--- src/hdl/ddsg_pkg.sv ---
// Shared types and constants of the dual-tone DDS generator.
// Request codes, item structs and the work record passed from front to back.
// No dependencies.
package ddsg_pkg;

  localparam int unsigned DEF_TABLE_DEPTH = 256;
  localparam int unsigned DEF_RAMP_STEPS  = 1024;
  localparam int unsigned DEF_RATE_LOG2   = 17;
  localparam int unsigned QUEUE_DEPTH     = 4;

  localparam int SAMPLE_MID = 2047;
  localparam int SAMPLE_MAX = 4095;
  localparam int RAMP_SHIFT = 10;

  typedef enum logic [2:0] {
    REQ_TICK        = 3'd0,
    REQ_START_BURST = 3'd1,
    REQ_END_BURST   = 3'd2,
    REQ_START_TEST  = 3'd3,
    REQ_STOP        = 3'd4
  } req_e;

  // Values of the gen_mode result field.
  localparam logic [1:0] GM_IDLE = 2'd0;
  localparam logic [1:0] GM_TONE = 2'd1;
  localparam logic [1:0] GM_DUAL = 2'd2;
  localparam logic [1:0] GM_FADE = 2'd3;

  typedef enum logic [1:0] {
    KIND_OFF  = 2'd0,
    KIND_TEST = 2'd1,
    KIND_DUAL = 2'd2
  } work_kind_e;

  typedef struct packed {
    logic [2:0]  req_type;
    logic [15:0] freq_a;
    logic [15:0] freq_b;
  } in_item_t;

  typedef struct packed {
    logic [11:0] dac_sample;
    logic [1:0]  gen_mode;
  } out_item_t;

  typedef struct packed {
    work_kind_e  kind;
    logic [1:0]  gen_mode;
    logic [31:0] phase_low;
    logic [31:0] phase_high;
  } work_t;

endpackage

--- src/hdl/ddsg_fifo.sv ---
// Small generic first-in first-out queue with push/full and pop/empty sides.
// Used between front and back and as the result queue. No dependencies.
module ddsg_fifo #(
  parameter int unsigned WIDTH = 8,
  parameter int unsigned DEPTH = 4
) (
  input  logic             clk_i,
  input  logic             rst_ni,
  input  logic             push_i,
  input  logic [WIDTH-1:0] data_i,
  output logic             full_o,
  input  logic             pop_i,
  output logic [WIDTH-1:0] data_o,
  output logic             empty_o
);

  localparam int unsigned PtrW = (DEPTH > 1) ? $clog2(DEPTH) : 1;
  localparam int unsigned CntW = $clog2(DEPTH + 1);

  logic [WIDTH-1:0] mem_q [DEPTH];
  logic [PtrW-1:0]  wptr_q, wptr_d, rptr_q, rptr_d;
  logic [CntW-1:0]  cnt_q, cnt_d;
  logic             wr, rd;

  assign full_o  = (cnt_q == CntW'(DEPTH));
  assign empty_o = (cnt_q == '0);
  assign wr      = push_i && !full_o;
  assign rd      = pop_i && !empty_o;
  assign data_o  = mem_q[rptr_q];

  always_comb begin
    wptr_d = wptr_q;
    rptr_d = rptr_q;
    cnt_d  = cnt_q;
    if (wr) begin
      wptr_d = (wptr_q == PtrW'(DEPTH - 1)) ? '0 : wptr_q + PtrW'(1);
    end
    if (rd) begin
      rptr_d = (rptr_q == PtrW'(DEPTH - 1)) ? '0 : rptr_q + PtrW'(1);
    end
    case ({wr, rd})
      2'b10:   cnt_d = cnt_q + CntW'(1);
      2'b01:   cnt_d = cnt_q - CntW'(1);
      default: cnt_d = cnt_q;
    endcase
  end

  always_ff @(posedge clk_i or negedge rst_ni) begin
    if (!rst_ni) begin
      wptr_q <= '0;
      rptr_q <= '0;
      cnt_q  <= '0;
    end else begin
      wptr_q <= wptr_d;
      rptr_q <= rptr_d;
      cnt_q  <= cnt_d;
    end
  end

  always_ff @(posedge clk_i) begin
    if (wr) begin
      mem_q[wptr_q] <= data_i;
    end
  end

endmodule

--- src/hdl/ddsg_front.sv ---
// Front end: accepts requests, applies commands to the mode, ramp and tone
// state, advances the phase accumulators and queues one work record per tick.
// Depends on ddsg_pkg.
module ddsg_front #(
  parameter int unsigned RAMP_STEPS = ddsg_pkg::DEF_RAMP_STEPS,
  parameter int unsigned RATE_LOG2  = ddsg_pkg::DEF_RATE_LOG2,
  parameter int unsigned RAMP_W     = $clog2(RAMP_STEPS + 1)
) (
  input  logic               clk_i,
  input  logic               rst_ni,
  input  logic               push_i,
  input  ddsg_pkg::in_item_t item_i,
  input  logic               work_full_i,
  output logic               work_push_o,
  output ddsg_pkg::work_t    work_o,
  output logic [RAMP_W-1:0]  work_ramp_o
);
  import ddsg_pkg::*;

  localparam int unsigned IncShift = 32 - RATE_LOG2;
  localparam logic [RAMP_W-1:0] RampMax = RAMP_W'(RAMP_STEPS);

  typedef enum logic [3:0] {
    ST_OFF    = 4'b0001,
    ST_TEST   = 4'b0010,
    ST_BURST  = 4'b0100,
    ST_ENDING = 4'b1000
  } mode_e;

  function automatic logic [1:0] mode_code(input mode_e m);
    case (m)
      ST_TEST:   return GM_TONE;
      ST_BURST:  return GM_DUAL;
      ST_ENDING: return GM_FADE;
      default:   return GM_IDLE;
    endcase
  endfunction

  mode_e             mode_q, mode_d;
  logic [RAMP_W-1:0] ramp_q, ramp_d;
  logic [31:0]       phase_lo_q, phase_lo_d, phase_hi_q, phase_hi_d;
  logic [15:0]       tone_lo_q, tone_lo_d, tone_hi_q, tone_hi_d;
  logic [31:0]       inc_lo, inc_hi;
  logic              accept;
  work_kind_e        kind;

  assign accept = push_i && !work_full_i;
  assign inc_lo = 32'(tone_lo_q) << IncShift;
  assign inc_hi = 32'(tone_hi_q) << IncShift;

  always_comb begin
    mode_d      = mode_q;
    ramp_d      = ramp_q;
    phase_lo_d  = phase_lo_q;
    phase_hi_d  = phase_hi_q;
    tone_lo_d   = tone_lo_q;
    tone_hi_d   = tone_hi_q;
    work_push_o = 1'b0;
    kind        = KIND_OFF;
    if (accept) begin
      case (req_e'(item_i.req_type))
        REQ_START_BURST: begin
          tone_lo_d = item_i.freq_a;
          tone_hi_d = item_i.freq_b;
          ramp_d    = '0;
          mode_d    = ST_BURST;
        end
        REQ_END_BURST: begin
          mode_d = ST_ENDING;
        end
        REQ_START_TEST: begin
          tone_lo_d = item_i.freq_a;
          tone_hi_d = '0;
          mode_d    = ST_TEST;
        end
        REQ_STOP: begin
          tone_lo_d = '0;
          tone_hi_d = '0;
          mode_d    = ST_OFF;
        end
        REQ_TICK: begin
          work_push_o = 1'b1;
          case (mode_q)
            ST_TEST: begin
              phase_lo_d = phase_lo_q + inc_lo;
              kind       = KIND_TEST;
            end
            ST_BURST: begin
              if (ramp_q < RampMax) begin
                ramp_d = ramp_q + RAMP_W'(1);
              end
              phase_lo_d = phase_lo_q + inc_lo;
              phase_hi_d = phase_hi_q + inc_hi;
              kind       = KIND_DUAL;
            end
            ST_ENDING: begin
              // The tick that reaches zero still advances both phases.
              if (ramp_q != '0) begin
                ramp_d = ramp_q - RAMP_W'(1);
              end else begin
                mode_d = ST_OFF;
              end
              phase_lo_d = phase_lo_q + inc_lo;
              phase_hi_d = phase_hi_q + inc_hi;
              kind       = KIND_DUAL;
            end
            default: kind = KIND_OFF;
          endcase
        end
        default: ;
      endcase
    end
  end

  always_comb begin
    work_o.kind       = kind;
    work_o.gen_mode   = mode_code(mode_d);
    work_o.phase_low  = phase_lo_d;
    work_o.phase_high = phase_hi_d;
    work_ramp_o       = ramp_d;
  end

  always_ff @(posedge clk_i or negedge rst_ni) begin
    if (!rst_ni) begin
      mode_q     <= ST_OFF;
      ramp_q     <= '0;
      phase_lo_q <= '0;
      phase_hi_q <= '0;
      tone_lo_q  <= '0;
      tone_hi_q  <= '0;
    end else begin
      mode_q     <= mode_d;
      ramp_q     <= ramp_d;
      phase_lo_q <= phase_lo_d;
      phase_hi_q <= phase_hi_d;
      tone_lo_q  <= tone_lo_d;
      tone_hi_q  <= tone_hi_d;
    end
  end

endmodule

--- src/hdl/ddsg_back.sv ---
// Back end: turns queued work records into DAC samples. Stage one maps the
// phases to table indexes, stage two reads the cosine table and forms the
// sum, the last step scales by the ramp. Depends on ddsg_pkg.
module ddsg_back #(
  parameter int unsigned TABLE_DEPTH = ddsg_pkg::DEF_TABLE_DEPTH,
  parameter int unsigned RAMP_W      = $clog2(ddsg_pkg::DEF_RAMP_STEPS + 1)
) (
  input  logic                clk_i,
  input  logic                rst_ni,
  input  logic                work_valid_i,
  input  ddsg_pkg::work_t     work_i,
  input  logic [RAMP_W-1:0]   work_ramp_i,
  output logic                work_pop_o,
  input  logic                out_full_i,
  output logic                out_push_o,
  output ddsg_pkg::out_item_t out_item_o
);
  import ddsg_pkg::*;

  localparam int unsigned IdxW  = $clog2(TABLE_DEPTH);
  localparam int unsigned DepW  = $clog2(TABLE_DEPTH + 1);
  localparam int unsigned ProdW = 32 + DepW;
  localparam int unsigned ScW   = RAMP_W + 12;
  localparam logic [63:0] HalfPiQ31 = 64'd3373259426;
  localparam logic [63:0] OneQ31    = 64'd2147483648;

  // cos(pi/2 * r / TABLE_DEPTH) in Q31 by a thirteen-term series.
  function automatic logic signed [63:0] quarter_cos(input logic [63:0] r);
    logic [63:0]        x;
    logic [63:0]        x2;
    logic [63:0]        term;
    logic signed [63:0] acc;
    x    = (HalfPiQ31 * r) / 64'(TABLE_DEPTH);
    x2   = (x * x) >> 31;
    term = OneQ31;
    acc  = $signed(OneQ31);
    for (int n = 1; n <= 12; n++) begin
      term = ((term * x2) >> 31) / 64'((2 * n - 1) * (2 * n));
      if ((n % 2) == 1) begin
        acc = acc - $signed(term);
      end else begin
        acc = acc + $signed(term);
      end
    end
    return acc;
  endfunction

  function automatic logic signed [11:0] rom_entry(input int unsigned i);
    int unsigned        q;
    int unsigned        quad;
    int unsigned        rem;
    logic signed [63:0] c;
    logic signed [63:0] v;
    logic [63:0]        mag;
    q    = 4 * i;
    quad = q / TABLE_DEPTH;
    rem  = q % TABLE_DEPTH;
    case (quad)
      0:       c = quarter_cos(64'(rem));
      1:       c = -quarter_cos(64'(TABLE_DEPTH - rem));
      2:       c = -quarter_cos(64'(rem));
      default: c = quarter_cos(64'(TABLE_DEPTH - rem));
    endcase
    v   = 64'sd2047 * c;
    mag = $unsigned((v < 0) ? -v : v) >> 31;
    if (mag > 64'd2047) begin
      mag = 64'd2047;
    end
    return (v < 0) ? -$signed(12'(mag)) : $signed(12'(mag));
  endfunction

  logic signed [11:0] rom_tbl [TABLE_DEPTH];

  for (genvar g = 0; g < TABLE_DEPTH; g++) begin : g_rom
    assign rom_tbl[g] = rom_entry(g);
  end

  logic              s1_valid_q, s2_valid_q;
  work_kind_e        s1_kind_q, s2_kind_q;
  logic [1:0]        s1_mode_q, s2_mode_q;
  logic [RAMP_W-1:0] s1_ramp_q, s2_ramp_q;
  logic [IdxW-1:0]   s1_idx_lo_q, s1_idx_hi_q;
  logic [11:0]       s2_sum_q;
  logic              s1_adv, s2_adv;
  logic [ProdW-1:0]  prod_lo, prod_hi;
  logic signed [11:0] cos_lo, cos_hi;
  logic signed [13:0] dual_sum, test_sum;
  logic [11:0]       sum_d;
  logic [ScW-1:0]    scaled_prod;
  logic [RAMP_W+1:0] scaled;
  logic [11:0]       sample;

  // A stage moves on when the one after it is empty or moving too.
  assign s2_adv     = !s2_valid_q || !out_full_i;
  assign s1_adv     = !s1_valid_q || s2_adv;
  assign work_pop_o = work_valid_i && s1_adv;
  assign out_push_o = s2_valid_q && !out_full_i;

  assign prod_lo = ProdW'(work_i.phase_low) * ProdW'(TABLE_DEPTH);
  assign prod_hi = ProdW'(work_i.phase_high) * ProdW'(TABLE_DEPTH);

  always_comb begin
    cos_lo   = rom_tbl[s1_idx_lo_q];
    cos_hi   = rom_tbl[s1_idx_hi_q];
    dual_sum = 14'(SAMPLE_MID) + 14'(cos_lo >>> 1) + 14'(cos_hi >>> 1);
    test_sum = 14'(SAMPLE_MID) + 14'(cos_lo);
    case (s1_kind_q)
      KIND_TEST: sum_d = test_sum[11:0];
      KIND_DUAL: sum_d = dual_sum[13] ? '0 : dual_sum[11:0];
      default:   sum_d = '0;
    endcase
  end

  always_comb begin
    scaled_prod = ScW'(s2_ramp_q) * ScW'(s2_sum_q);
    scaled      = scaled_prod[ScW-1:RAMP_SHIFT];
    if (s2_kind_q == KIND_DUAL) begin
      sample = (32'(scaled) > 32'(SAMPLE_MAX)) ? 12'(SAMPLE_MAX) : 12'(scaled);
    end else begin
      sample = s2_sum_q;
    end
    out_item_o.dac_sample = sample;
    out_item_o.gen_mode   = s2_mode_q;
  end

  always_ff @(posedge clk_i or negedge rst_ni) begin
    if (!rst_ni) begin
      s1_valid_q <= 1'b0;
      s2_valid_q <= 1'b0;
    end else begin
      if (s1_adv) begin
        s1_valid_q <= work_pop_o;
      end
      if (s2_adv) begin
        s2_valid_q <= s1_valid_q;
      end
    end
  end

  always_ff @(posedge clk_i) begin
    if (s1_adv) begin
      s1_kind_q   <= work_i.kind;
      s1_mode_q   <= work_i.gen_mode;
      s1_ramp_q   <= work_ramp_i;
      s1_idx_lo_q <= prod_lo[32 +: IdxW];
      s1_idx_hi_q <= prod_hi[32 +: IdxW];
    end
    if (s2_adv) begin
      s2_kind_q <= s1_kind_q;
      s2_mode_q <= s1_mode_q;
      s2_ramp_q <= s1_ramp_q;
      s2_sum_q  <= sum_d;
    end
  end

endmodule

--- src/hdl/dual_tone_dds_generator.sv ---
// Dual-tone DDS generator with amplitude ramp.
// A command request gives no result. A tick request gives one sample, which
// passes the work queue, the back-end stages and the result queue. Throughput
// is one request per cycle while the work queue is not full; a work queue and
// a result queue let each side stall on its own. Reset is asynchronous and
// active low; it clears mode, ramp, tones, phases and both queues at once.
module dual_tone_dds_generator #(
  parameter int unsigned TABLE_DEPTH = ddsg_pkg::DEF_TABLE_DEPTH,
  parameter int unsigned RAMP_STEPS  = ddsg_pkg::DEF_RAMP_STEPS,
  parameter int unsigned RATE_LOG2   = ddsg_pkg::DEF_RATE_LOG2
) (
  input  logic                clk_i,
  input  logic                rst_ni,
  input  logic                push,
  output logic                full,
  input  ddsg_pkg::in_item_t  in_item_i,
  output logic                empty,
  input  logic                pop,
  output ddsg_pkg::out_item_t out_item_o
);
  import ddsg_pkg::*;

  localparam int unsigned RampW = $clog2(RAMP_STEPS + 1);
  localparam int unsigned WorkW = $bits(work_t) + RampW;
  localparam int unsigned OutW  = $bits(out_item_t);

  logic             fr_push, bk_pop, mid_empty, mid_full;
  work_t            fr_work, bk_work;
  logic [RampW-1:0] fr_ramp, bk_ramp;
  logic [WorkW-1:0] mid_wdata, mid_rdata;
  logic             bk_push, out_full;
  out_item_t        bk_item;
  logic [OutW-1:0]  out_rdata;

  assign full = mid_full;

  ddsg_front #(
    .RAMP_STEPS (RAMP_STEPS),
    .RATE_LOG2  (RATE_LOG2),
    .RAMP_W     (RampW)
  ) u_front (
    .clk_i       (clk_i),
    .rst_ni      (rst_ni),
    .push_i      (push),
    .item_i      (in_item_i),
    .work_full_i (mid_full),
    .work_push_o (fr_push),
    .work_o      (fr_work),
    .work_ramp_o (fr_ramp)
  );

  assign mid_wdata = {fr_work, fr_ramp};
  assign bk_work   = work_t'(mid_rdata[WorkW-1:RampW]);
  assign bk_ramp   = mid_rdata[RampW-1:0];

  ddsg_fifo #(
    .WIDTH (WorkW),
    .DEPTH (QUEUE_DEPTH)
  ) u_work_q (
    .clk_i   (clk_i),
    .rst_ni  (rst_ni),
    .push_i  (fr_push),
    .data_i  (mid_wdata),
    .full_o  (mid_full),
    .pop_i   (bk_pop),
    .data_o  (mid_rdata),
    .empty_o (mid_empty)
  );

  ddsg_back #(
    .TABLE_DEPTH (TABLE_DEPTH),
    .RAMP_W      (RampW)
  ) u_back (
    .clk_i        (clk_i),
    .rst_ni       (rst_ni),
    .work_valid_i (!mid_empty),
    .work_i       (bk_work),
    .work_ramp_i  (bk_ramp),
    .work_pop_o   (bk_pop),
    .out_full_i   (out_full),
    .out_push_o   (bk_push),
    .out_item_o   (bk_item)
  );

  ddsg_fifo #(
    .WIDTH (OutW),
    .DEPTH (QUEUE_DEPTH)
  ) u_out_q (
    .clk_i   (clk_i),
    .rst_ni  (rst_ni),
    .push_i  (bk_push),
    .data_i  (bk_item),
    .full_o  (out_full),
    .pop_i   (pop),
    .data_o  (out_rdata),
    .empty_o (empty)
  );

  assign out_item_o = out_item_t'(out_rdata);

endmodule

--- config.mk ---
export PLATFORM = sky130hd
export DESIGN_NAME = dual_tone_dds_generator
export DESIGN_NICKNAME = d
export VERILOG_FILES = /design/src/hdl/ddsg_pkg.sv /design/src/hdl/ddsg_fifo.sv /design/src/hdl/ddsg_front.sv /design/src/hdl/ddsg_back.sv /design/src/hdl/dual_tone_dds_generator.sv
export SDC_FILE = /design/constraint.sdc
export NUM_CORES = 1
export LEC_CHECK = 0
export BUFFER_PORTS_ARGS = -buffer_cell sky130_fd_sc_hd__buf_4
export CORE_ASPECT_RATIO = 1.5
export CORE_UTILIZATION = 45
export CTS_CLUSTER_SIZE = 16
export DETAILED_ROUTE_END_ITERATION = 8
export SYNTH_ARGS = -nofsm -noshare
export SYNTH_HDL_FRONTEND = slang
export SYNTH_SLANG_ARGS = --single-unit
--- constraint.sdc ---
create_clock -name clk_i -period 9.3 [get_ports clk_i]
set_input_delay 0.93 -clock clk_i [delete_from_list [all_inputs] [get_ports clk_i]]
set_output_delay 0.93 -clock clk_i [all_outputs]
set_load 0.02 [all_outputs]
==> impl_metrics.tcl <==
set metrics [dict create \
    result_of_the_run "finished clean" \
    synth-seq-cells 335 \
    placed_cell_area_um2 26550 \
    required_ps 9590 \
    worstPathArrival_ps 7360 \
    timing.critical_path.slowest_cell_delay_ps 720 \
    rows 107 \
    drt-initial-drc-count 1711 \
    synthCells 2639 \
    finalSetupViolations 0 \
    timing_max_transition_violations_final 0 \
    cts_num_sinks 335 \
    slew_headroom_pct 28.20 \
    worst_clock_skew_ps 27.51 \
    grt.total_usage_pct 25.23 \
    cts.htree.levels 2 \
    grt_antenna_before_repair 0 \
    min-delay-path-class "in -> async" \
    hold_slack_ps 325.0 \
    tritoncts "done" \
    critical_path.most_common_cell "sky130_fd_sc_hd__ha_1" \
    criticalPathCategory "reg -> reg" \
    worst-r2r-cell-count 20 \
    io_buffer_count 54 \
    post-cts-setup-buffers 0 \
    worstMarginPinSlew_ps 1076 \
    reg2reg_slack_ps 2230 \
    rsz0062_at_grt "no" \
    floorplan.initialDensity_pct 45.48 \
    grt_first_pass_wirelength_mm 114.7 \
    grt_remaining_overflow 0 \
    post_cts_resized 0 \
    antenna-diode-count 0 \
    synth-edff-count 238 \
    syn_nets 2953 \
    post-route-drc-count 0 \
    drt-pass1-iter-count 8 \
    number_of_global_route_vias_before_repair 20760 \
    postSynth.asyncResetShare_pct 28.96 \
    die_height_um 295 \
    ant_nets 0 \
    detail_route.wl_per_cell_um 21.39 \
    die_area_um2 58210 \
    ys_seq_area_share_pct 37.18 \
    startpoint_type "flip-flop" \
    gpl.final_weighted_congestion 1.004 \
    wl_mm 72.16 \
    yosys_warnings 0 \
    clkTransAtPathRegs_ps 80 \
    critical_path_depth 20 \
    cts_inserted_buffers 34 \
    stdcell_area_um2 27700 \
    r2r_end "u_back.s2_sum_q[2]" \
    final_net_count 2899 \
    cp_slowest_cell "sky130_fd_sc_hd__ha_1" \
    core_region_area_um2 56630 \
    num_io_pins 55 \
    max_freq_mhz 141.4 \
    cp_max_fo 24 \
    synthesis.area_per_instance_um2 9.759 \
    critical_path.reg2reg.startpoint "u_back.s1_idx_lo_q[1]" \
    cts.root.buffer_cell "sky130_fd_sc_hd__clkbuf_16" \
    min_period_over_period_pct 76.05 \
    syn_area_um2 25750 \
    timing.critical_path.cells "buf_4 -> inv_1 -> ha_1 -> ha_1 -> nor2b_1 -> a311oi_1 -> o211ai_1 -> o311ai_1 -> a211o_1 -> ha_1 -> inv_1 -> ha_1 -> fa_1 -> a211oi_1 -> o21bai_1 -> a2111oi_0 -> o31ai_1 -> mux2_2 -> or2_0 -> a22o_1" \
    period_needed_ps 7073 \
    viasPerCell 6.044 \
    timing.max_cap.violations 0 \
    cp-end-kind "flip-flop" \
    grt_max_degree 72 \
    dominant_delay_contributor_by_cell_family_on_the_critical_path "compound AO/OA/AOI/OAI gates" \
    hpwl_mm 51.66 \
    critPathBufInv 3 \
    clk-insertion-delay-late_ps 550 \
    hold_bufs_at_cts 0 \
    floorplan.die.width_um 197.3 \
    cts.path.max_buffers 3 \
    detailroute.via_count 20390 \
    area_growth_syn_to_layout_pct 7.550 \
    final_layout_size_suffix_gt1_share_pct 9.881 \
    dominantRegCellSynth "sky130_fd_sc_hd__edfxtp_1" \
    hold_viol_final 0 \
    fin_tns_setup_ps 0 \
    post_synth_num_cell_types 96 \
]
## worst max-delay path by stage
stage	from	endpoint	slack, ps
final	u_back.s1_idx_lo_q[1]	u_back.s2_sum_q[2]	2230
after global placement	u_back.s1_idx_lo_q[1]	u_back.s2_sum_q[2]	2430
after global routing	u_back.s1_idx_lo_q[1]	u_back.s2_sum_q[2]	1990
after CTS	u_back.s1_idx_lo_q[1]	u_back.s2_sum_q[2]	2380
after detailed placement	u_back.s1_idx_lo_q[1]	u_back.s2_sum_q[2]	2400
after floorplan	u_back.s1_idx_hi_q[2]	u_back.s2_sum_q[2]	3410
## synthesized netlist by cell type (21+ instances only)
cell	instances	area (um^2)
sky130_fd_sc_hd__nand2b_1	55	344.1
sky130_fd_sc_hd__o31ai_1	27	202.7
sky130_fd_sc_hd__fa_1	93	1862
sky130_fd_sc_hd__xor2_1	34	297.8
sky130_fd_sc_hd__nor2b_1	31	193.9
sky130_fd_sc_hd__nand2_1	324	1216
sky130_fd_sc_hd__a211oi_1	29	217.7
sky130_fd_sc_hd__inv_1	198	743.2
sky130_fd_sc_hd__o22ai_1	21	131.4
sky130_fd_sc_hd__and2_1	78	488.0
sky130_fd_sc_hd__nand3_1	57	285.3
sky130_fd_sc_hd__a31oi_1	39	244.0
sky130_fd_sc_hd__buf_1	22	82.58
sky130_fd_sc_hd__mux4_2	52	1171
sky130_fd_sc_hd__nor3_1	56	280.3
sky130_fd_sc_hd__xnor2_1	39	341.6
sky130_fd_sc_hd__nor2_1	147	551.8
sky130_fd_sc_hd__clkbuf_1	111	416.7
sky130_fd_sc_hd__o21ai_0	173	865.8
sky130_fd_sc_hd__ha_1	182	2277
sky130_fd_sc_hd__o211ai_1	23	172.7
sky130_fd_sc_hd__a21oi_1	141	705.7
sky130_fd_sc_hd__dfrtp_1	96	2402
sky130_fd_sc_hd__edfxtp_1	238	7147
## worst register-to-register path: cells and delay by family (launching register included)
kind	cells	cell delay [ps]
simple gates	2	730
fa+ha+maj	5	2360
compound gates	9	2410
mux	1	320
flops	1	350
buf+inv	3	640
## cell type report
cell class,instances,area [um^2]
clock inverters,21,227.7
fillers,5225,28930
repair buffers,86,645.6
multi-input cells,1924,14610
flip-flops and latches,335,9578
well taps,763,954.7
clock buffers,41,918.4
inverters,204,765.7
## stage by stage
stage          setup WS, ps  utilization (%)  instances
3_3_place_gp           2429            46.89       3312
2_1_floorplan          3407                -       2639
5_1_grt                1989            48.91       3374
4_1_cts                2380            48.91       3374
3_5_place_dp           2397            46.89       3312
6_report               2227            48.91       3374
## per-layer routing
layer | wire [um] | global-route usage, %
met5 | 0 | 0
met4 | 3478 | 11.97
met3 | 3754 | 2.989
met2 | 37220 | 45.80
met1 | 27700 | 29.37
## registers in the layout, summed over array words and instances (netlist names), 2 cells and up, named ones only
register / count
u_out_q.cnt_q: 3
u_back.s1_ramp_q: 11
u_work_q.wptr_q: 2
u_back.s1_idx_hi_q: 8
u_front.tone_lo_q: 16
u_back.s2_sum_q: 12
u_back.s2_mode_q: 2
u_back.s2_ramp_q: 11
u_back.s1_mode_q: 2
u_out_q.rptr_q: 2
u_back.s1_kind_q: 2
u_back.s1_idx_lo_q: 8
u_work_q.cnt_q: 3
u_front.tone_hi_q: 16
u_work_q.mem_q: 124
u_front.ramp_q: 11
u_out_q.mem_q: 56
u_out_q.wptr_q: 2
u_front.mode_q: 4
u_work_q.rptr_q: 2
u_front.phase_hi_q: 8
u_back.s2_kind_q: 2
u_front.phase_lo_q: 8
## cells by family after synthesis
logic type,synth area share (%)
simple gates,15.91
compound gates,16.35
buf+inv,6.150
flops,37.18
fa+ha+maj,16.07
mux,5.752
xor+xnor,2.589
## cell usage in the layout, fill, tap and decap left out, types with 39 or more instances in the layout
cell type / Yosys / final
sky130_fd_sc_hd__a31oi_1: 39 / 39
sky130_fd_sc_hd__nand2b_1: 55 / 55
sky130_fd_sc_hd__o21ai_0: 173 / 173
sky130_fd_sc_hd__nor2_1: 147 / 147
sky130_fd_sc_hd__ha_1: 182 / 182
sky130_fd_sc_hd__fa_1: 93 / 93
sky130_fd_sc_hd__xnor2_1: 39 / 39
sky130_fd_sc_hd__nand2_1: 324 / 324
sky130_fd_sc_hd__nor3_1: 56 / 56
sky130_fd_sc_hd__and2_1: 78 / 78
sky130_fd_sc_hd__edfxtp_1: 238 / 238
sky130_fd_sc_hd__inv_1: 198 / 198
sky130_fd_sc_hd__dfrtp_1: 96 / 94
sky130_fd_sc_hd__nand3_1: 57 / 57
sky130_fd_sc_hd__a21oi_1: 141 / 141
sky130_fd_sc_hd__mux4_2: 52 / 52
sky130_fd_sc_hd__buf_4: 16 / 86
Power is not shown: default switching activity piles up to over one toggle a cycle in this logic, so the estimate is an artifact.
